`src/sv/dof_pkg.sv`:
```
// ----------------------------------------------------------------------------
// Drop-oldest event FIFO package
// Shared command, result and storage entry types.
// ----------------------------------------------------------------------------
`default_nettype none

package dof_pkg;

  typedef enum logic [1:0] {
    KIND_PUT    = 2'd0,
    KIND_GET    = 2'd1,
    KIND_CLEAR  = 2'd2,
    KIND_STATUS = 2'd3
  } dof_kind_e;

  localparam int unsigned FillW = 5;
  localparam int unsigned CountW = 32;

  typedef struct packed {
    dof_kind_e   kind;
    logic [7:0]  event_type;
    logic [63:0] event_payload;
    logic [63:0] event_time;
  } dof_cmd_t;

  typedef struct packed {
    logic              status;
    logic [7:0]        out_type;
    logic [63:0]       out_payload;
    logic [63:0]       out_time;
    logic [FillW-1:0]  fill_count;
    logic              is_empty;
    logic [CountW-1:0] overflow_count;
  } dof_res_t;

  typedef struct packed {
    logic [7:0]  event_type;
    logic [63:0] event_payload;
    logic [63:0] event_time;
  } dof_entry_t;

endpackage

`default_nettype wire

```
`src/sv/drop_oldest_event_fifo.sv`:
```
// ----------------------------------------------------------------------------
// Drop-oldest event FIFO
// Ring queue of timestamped events; a put into a full queue drops the oldest.
//
// Channel   Signals                 Direction  Transfer
// command   start, busy, cmd_i      in         start high and busy low
// result    res_valid_o, res_o      out        res_valid_o high, one cycle
//
// Every command yields one result in the cycle after it is taken.
// A command is taken in every cycle; busy stays low.
// The read port of the event memory is registered. Reset clears both
// pointers and the overflow count; the memory contents are not cleared.
// The receiver cannot stall results.
// ----------------------------------------------------------------------------
`default_nettype none

module drop_oldest_event_fifo
  import dof_pkg::*;
#(
  parameter int unsigned DEPTH = 16
) (
  input  wire logic     clk_i,
  input  wire logic     rst_ni,
  input  wire logic     start,
  output      logic     busy,
  input  wire dof_cmd_t cmd_i,
  output      logic     res_valid_o,
  output      dof_res_t res_o
);

  localparam int unsigned AW = $clog2(DEPTH);
  localparam int unsigned PW = AW + 1;
  localparam logic [PW-1:0] DepthP = PW'(DEPTH);
  localparam logic [PW-1:0] OneP = PW'(1);

  logic [PW-1:0]     rd_q, rd_d;
  logic [PW-1:0]     wr_q, wr_d;
  logic [CountW-1:0] dropped_q, dropped_d;
  logic              res_valid_q;
  logic              status_q, status_d;
  logic              get_ok_q, get_ok_d;

  logic              accept;
  logic [PW-1:0]     fill_now;
  logic [PW-1:0]     fill_out;
  logic [PW+4:0]     fill_ext;
  logic              mem_we;
  logic              mem_re;
  dof_entry_t        wdata;
  dof_entry_t        rdata;

  assign busy     = 1'b0;
  assign accept   = start && !busy;
  assign fill_now = wr_q - rd_q;

  always_comb begin
    rd_d      = rd_q;
    wr_d      = wr_q;
    dropped_d = dropped_q;
    status_d  = 1'b0;
    get_ok_d  = 1'b0;
    mem_we    = 1'b0;
    mem_re    = 1'b0;
    if (accept) begin
      unique case (cmd_i.kind)
        KIND_PUT: begin
          if (fill_now == DepthP) begin
            rd_d = rd_q + OneP;
            if (dropped_q != '1) begin
              dropped_d = dropped_q + CountW'(1);
            end
          end
          wr_d   = wr_q + OneP;
          mem_we = 1'b1;
        end
        KIND_GET: begin
          if (fill_now == '0) begin
            status_d = 1'b1;
          end else begin
            rd_d     = rd_q + OneP;
            get_ok_d = 1'b1;
            mem_re   = 1'b1;
          end
        end
        KIND_CLEAR: begin
          rd_d = '0;
          wr_d = '0;
        end
        KIND_STATUS: begin
        end
        default: begin
        end
      endcase
    end
  end

  always_ff @(posedge clk_i or negedge rst_ni) begin
    if (!rst_ni) begin
      rd_q        <= '0;
      wr_q        <= '0;
      dropped_q   <= '0;
      res_valid_q <= 1'b0;
      status_q    <= 1'b0;
      get_ok_q    <= 1'b0;
    end else begin
      rd_q        <= rd_d;
      wr_q        <= wr_d;
      dropped_q   <= dropped_d;
      res_valid_q <= accept;
      status_q    <= status_d;
      get_ok_q    <= get_ok_d;
    end
  end

  assign wdata.event_type    = cmd_i.event_type;
  assign wdata.event_payload = cmd_i.event_payload;
  assign wdata.event_time    = cmd_i.event_time;

  dof_event_mem #(
    .DEPTH(DEPTH)
  ) u_mem (
    .clk_i  (clk_i),
    .we_i   (mem_we),
    .waddr_i(wr_q[AW-1:0]),
    .wdata_i(wdata),
    .re_i   (mem_re),
    .raddr_i(rd_q[AW-1:0]),
    .rdata_o(rdata)
  );

  // The pointers already hold the state after the step during the result cycle.
  assign fill_out = wr_q - rd_q;
  assign fill_ext = {5'b0, fill_out};

  assign res_valid_o          = res_valid_q;
  assign res_o.status         = status_q;
  assign res_o.out_type       = get_ok_q ? rdata.event_type : '0;
  assign res_o.out_payload    = get_ok_q ? rdata.event_payload : '0;
  assign res_o.out_time       = get_ok_q ? rdata.event_time : '0;
  assign res_o.fill_count     = fill_ext[FillW-1:0];
  assign res_o.is_empty       = (fill_out == '0);
  assign res_o.overflow_count = dropped_q;

endmodule

`default_nettype wire

```
`src/sv/dof_event_mem.sv`:
```
// ----------------------------------------------------------------------------
// Event storage memory
// One write port and one registered read port over DEPTH event entries.
// ----------------------------------------------------------------------------
`default_nettype none

module dof_event_mem
  import dof_pkg::*;
#(
  parameter int unsigned DEPTH = 16
) (
  input  wire logic                     clk_i,
  input  wire logic                     we_i,
  input  wire logic [$clog2(DEPTH)-1:0] waddr_i,
  input  wire dof_entry_t               wdata_i,
  input  wire logic                     re_i,
  input  wire logic [$clog2(DEPTH)-1:0] raddr_i,
  output      dof_entry_t               rdata_o
);

  dof_entry_t mem [DEPTH];
  dof_entry_t rdata_q;

  always_ff @(posedge clk_i) begin
    if (we_i) begin
      mem[waddr_i] <= wdata_i;
    end
  end

  always_ff @(posedge clk_i) begin
    if (re_i) begin
      rdata_q <= mem[raddr_i];
    end
  end

  assign rdata_o = rdata_q;

endmodule

`default_nettype wire

```
`config.mk`:
```
export PLATFORM = sky130hd
export DESIGN_NAME = drop_oldest_event_fifo
export DESIGN_NICKNAME = d
export VERILOG_FILES = /design/src/sv/dof_pkg.sv /design/src/sv/drop_oldest_event_fifo.sv /design/src/sv/dof_event_mem.sv
export SDC_FILE = /design/constraint.sdc
export NUM_CORES = 2
export LEC_CHECK = 0
export BUFFER_PORTS_ARGS = -buffer_cell sky130_fd_sc_hd__clkbuf_2
export CORE_MARGIN = 1
export CORE_UTILIZATION = 45
export CTS_CLUSTER_DIAMETER = 150
export DETAILED_ROUTE_END_ITERATION = 10
export PLACE_DENSITY = 0.64
export SYNTH_ARGS = -nofsm -noshare
export SYNTH_HDL_FRONTEND = slang
export SYNTH_SLANG_ARGS = --single-unit
```
`constraint.sdc`:
```
create_clock -name clk_i -period 16.96 [get_ports clk_i]
set_input_delay 2.544 -clock clk_i [delete_from_list [all_inputs] [get_ports clk_i]]
set_output_delay 2.544 -clock clk_i [all_outputs]
set_load 0.01 [all_outputs]
```
==> results.json <==
{
  "power_leakage_nw": 32.85,
  "ant_nets": 0,
  "avgSynthCellArea_sq_um": 20.85,
  "fin_tns_setup_ns": 0,
  "hold_buffers": 0,
  "cts-resized-gates": 0,
  "cp-end-kind": "primary output",
  "critPathKind": "flop to primary output",
  "synth_nets": 4461,
  "vias_per_cell": 5.782,
  "utilization": 0.5164,
  "post-place-ws_ns": 10.31,
  "synth-simple-area-share": 0.04993,
  "drt_iter0_drc": 4189,
  "fin_worst_skew_ns": 0.04966,
  "layout_commonest_cell": "edfxtp_1",
  "synth-async-reset-ratio": 0.01909,
  "rows": 163,
  "totalWireLength_mm": 212.5,
  "fmax_ghz": 0.1381,
  "cts_buffer_depth": 3,
  "finalSetupViolations": 0,
  "power.density_nw_per_um2": 139.2,
  "synth-adder-area-share": 0.001616,
  "synth_area_leaders": "edfxtp_1, mux4_2, nand2_1",
  "io_pins": 318,
  "grt_overflow": 0,
  "postSynthCellCount": 4309,
  "finalNetCount": 4848,
  "drive_gt1_frac": 0.2660,
  "rr_startpoint": "rd_q[2]$_DFFE_PN0P_",
  "layout_common_cells": "edfxtp_1, nand2_1, mux4_2",
  "reg2reg_slack_ns": 11.72,
  "ir_drop_mv": 0.1128,
  "clk_latency_ns": 0.87,
  "clk_pin_slew_worst_paths_ns": 0.06,
  "min_path_type": "flop to flop",
  "cts_tree": "yes",
  "vias": 43590,
  "post_cts_buffers": 0,
  "crit_family": "flip-flops",
  "cp_slowest_cell": "dfrtp_4",
  "max_stage_delay_ns": 0.93,
  "crit_chain": "inv_6, fa_1, a21o_1, a21oi_1, xor2_1, inv_1, nor3_1, clkbuf_2",
  "ys.flop_type": "edfxtp_1",
  "routabilityCongestion": 0.7455,
  "timing.final.ws_setup_ns": 9.718,
  "drv_slew": 0,
  "timing.rr.end": "u_mem.rdata_o[76]$_DFFE_PP_",
  "synth_cell_types": 43,
  "grt_antenna_before_repair": 35,
  "yosysSeqAreaShare": 0.7854,
  "dr.pass1.iters": 5,
  "reg2regPathDepth": 9,
  "start_kind": "flop",
  "hold_viol_final": 0,
  "cts.sinks": 2357,
  "status": "finished clean",
  "tightest_slew_ns": 1.143,
  "cp.required_ns": 14.42,
  "dieArea_sq_um": 201400,
  "dpl_cell_area_sq_um": 94580,
  "final_area_sq_um": 102200,
  "yosysTopAreaCell": "edfxtp_1",
  "synth-edff-count": 2312,
  "synthMuxAreaShare": 0.1376,
  "cp-startpoint": "rd_q[1]$_DFFE_PN0P_",
  "crit_arrival_ns": 4.70,
  "track_usage": 0.2104,
  "hp-start": "dropped_q[19]$_DFFE_PN0P_",
  "grt_max_degree": 140,
  "rsz0062_at_grt": "no",
  "drc": 0,
  "min_delay_path_depth": 1,
  "whs_endpoint": "dropped_q[19]$_DFFE_PN0P_",
  "slew_headroom": 0.2382,
  "synth_xor_area_frac": 0.003315,
  "synth_top_area_frac": 0.7729,
  "yosysWarnings": 0,
  "dp_cells": 7108,
  "synth_top_family_by_area": "multiplexers",
  "synth_area_sq_um": 89830,
  "die_y_um": 448.8,
  "root_buffer": "clkbuf_16",
  "fin_crit_ns": 7.242,
  "cap_violations": 0,
  "grt_pass1_wl_mm": 309.1,
  "synth_compound_area_frac": 0.01077,
  "portBuffers": 316,
  "crit_fanout": 57,
  "synth_seq_cells": 2357,
  "instances_no_fill": 7539,
  "wire_per_inst_um": 28.19,
  "grt_pass1_vias": 44410,
  "cts_buffers": 226,
  "holdWs_ns": 0.5030,
  "cts_htree_levels": 4,
  "dpl.hpwl_mm": 110.8,
  "total_power_mw": 14.22,
  "core_area_sq_um": 197800,
  "path_buf_inv": 3,
  "die_x_um": 448.8,
  "start_util": 0.4541,
  "fin_crit_sh": 0.4270,
  "area_growth_pct": 13.73
}
==> cells in the mapped netlist, types with 2 or more instances <==
cell type,instances
buf_1,28
buf_2,51
nor4_1,3
nand4b_1,3
clkbuf_1,155
dfrtp_1,45
and3_1,146
buf_4,2
nand4_1,17
o21ai_0,10
nor2_1,21
buf_6,2
ha_1,10
a21boi_0,2
mux2_2,5
nor3_1,13
xnor2_1,28
mux2i_1,5
or3_1,2
nand2_1,567
and4_1,2
inv_1,11
nand3_1,18
xor2_1,6
or4_4,2
mux4_2,544
edfxtp_1,2312
a31oi_1,137
a21o_1,2
nand2b_1,5
and2_1,138
a21oi_1,6
==> power breakdown <==
group / total [mW] / internal [mW] / switching, mW
Sequential: 6.64 / 6.55 / 0.0815
Combinational: 2.47 / 1.15 / 1.32
Clock: 5.11 / 2.95 / 2.16
==> cells by family after synthesis <==
| logic type | after synthesis |
|---|---|
| adder cells (fa/ha/maj) | 11 |
| multiplexers | 554 |
| AND/OR/NAND/NOR | 946 |
| XOR/XNOR | 34 |
| buffers and inverters | 249 |
| AO/OA/AOI/OAI | 157 |
| other | 1 |
| flip-flops | 2357 |
==> how the worst max path moves through the flow <==
stage	cells past startpoint	slack, ns	end
2_1_floorplan	2	3.93	get_ok_q$_DFF_PN0_
3_3_place_gp	7	10.35	u_mem.mem[9][45]$_DFFE_PP_
3_5_place_dp	7	10.31	u_mem.mem[9][50]$_DFFE_PP_
4_1_cts	8	9.55	res_o[32]
5_1_grt	8	9.38	res_o[32]
6_report	8	9.72	res_o[32]
==> per-layer routing <==
layer,routed length (um),GRT usage
met1,89530,0.2969
met2,104200,0.3392
met3,14590,0.03959
met4,4117,0.05306
met5,114,0
==> worst register-to-register path: cells and delay by family (launching register included) <==
kind                       cells  cell delay, ns
and+or+nand+nor                4            1.13
DFF                            1            0.99
buffers and inverters          3            1.91
AOI/OAI and AO/OA              1            0.22
adders and majority gates      1            0.48
==> final cells by class <==
cell class / count / area (sq um)
Antenna cell: 12 / 30.03
Timing Repair Buffer: 397 / 2277
Clock inverter: 146 / 1654
Tap cell: 2640 / 3303
Fill cell: 15460 / 95660
Clock buffer: 273 / 5896
Sequential cell: 2357 / 70570
Multi-Input combinational cell: 1703 / 18370
Inverter: 11 / 58.81
==> state kept, by name (all words and copies together) (netlist names) <==
| signal | count |
|---|---|
| rd_q | 5 |
| u_mem.rdata_o | 136 |
| get_ok_q | 1 |
| dropped_q | 32 |
| u_mem.mem | 2176 |
| status_q | 1 |
| wr_q | 5 |
| res_valid_o | 1 |
(Power assumes the default switching activity.)
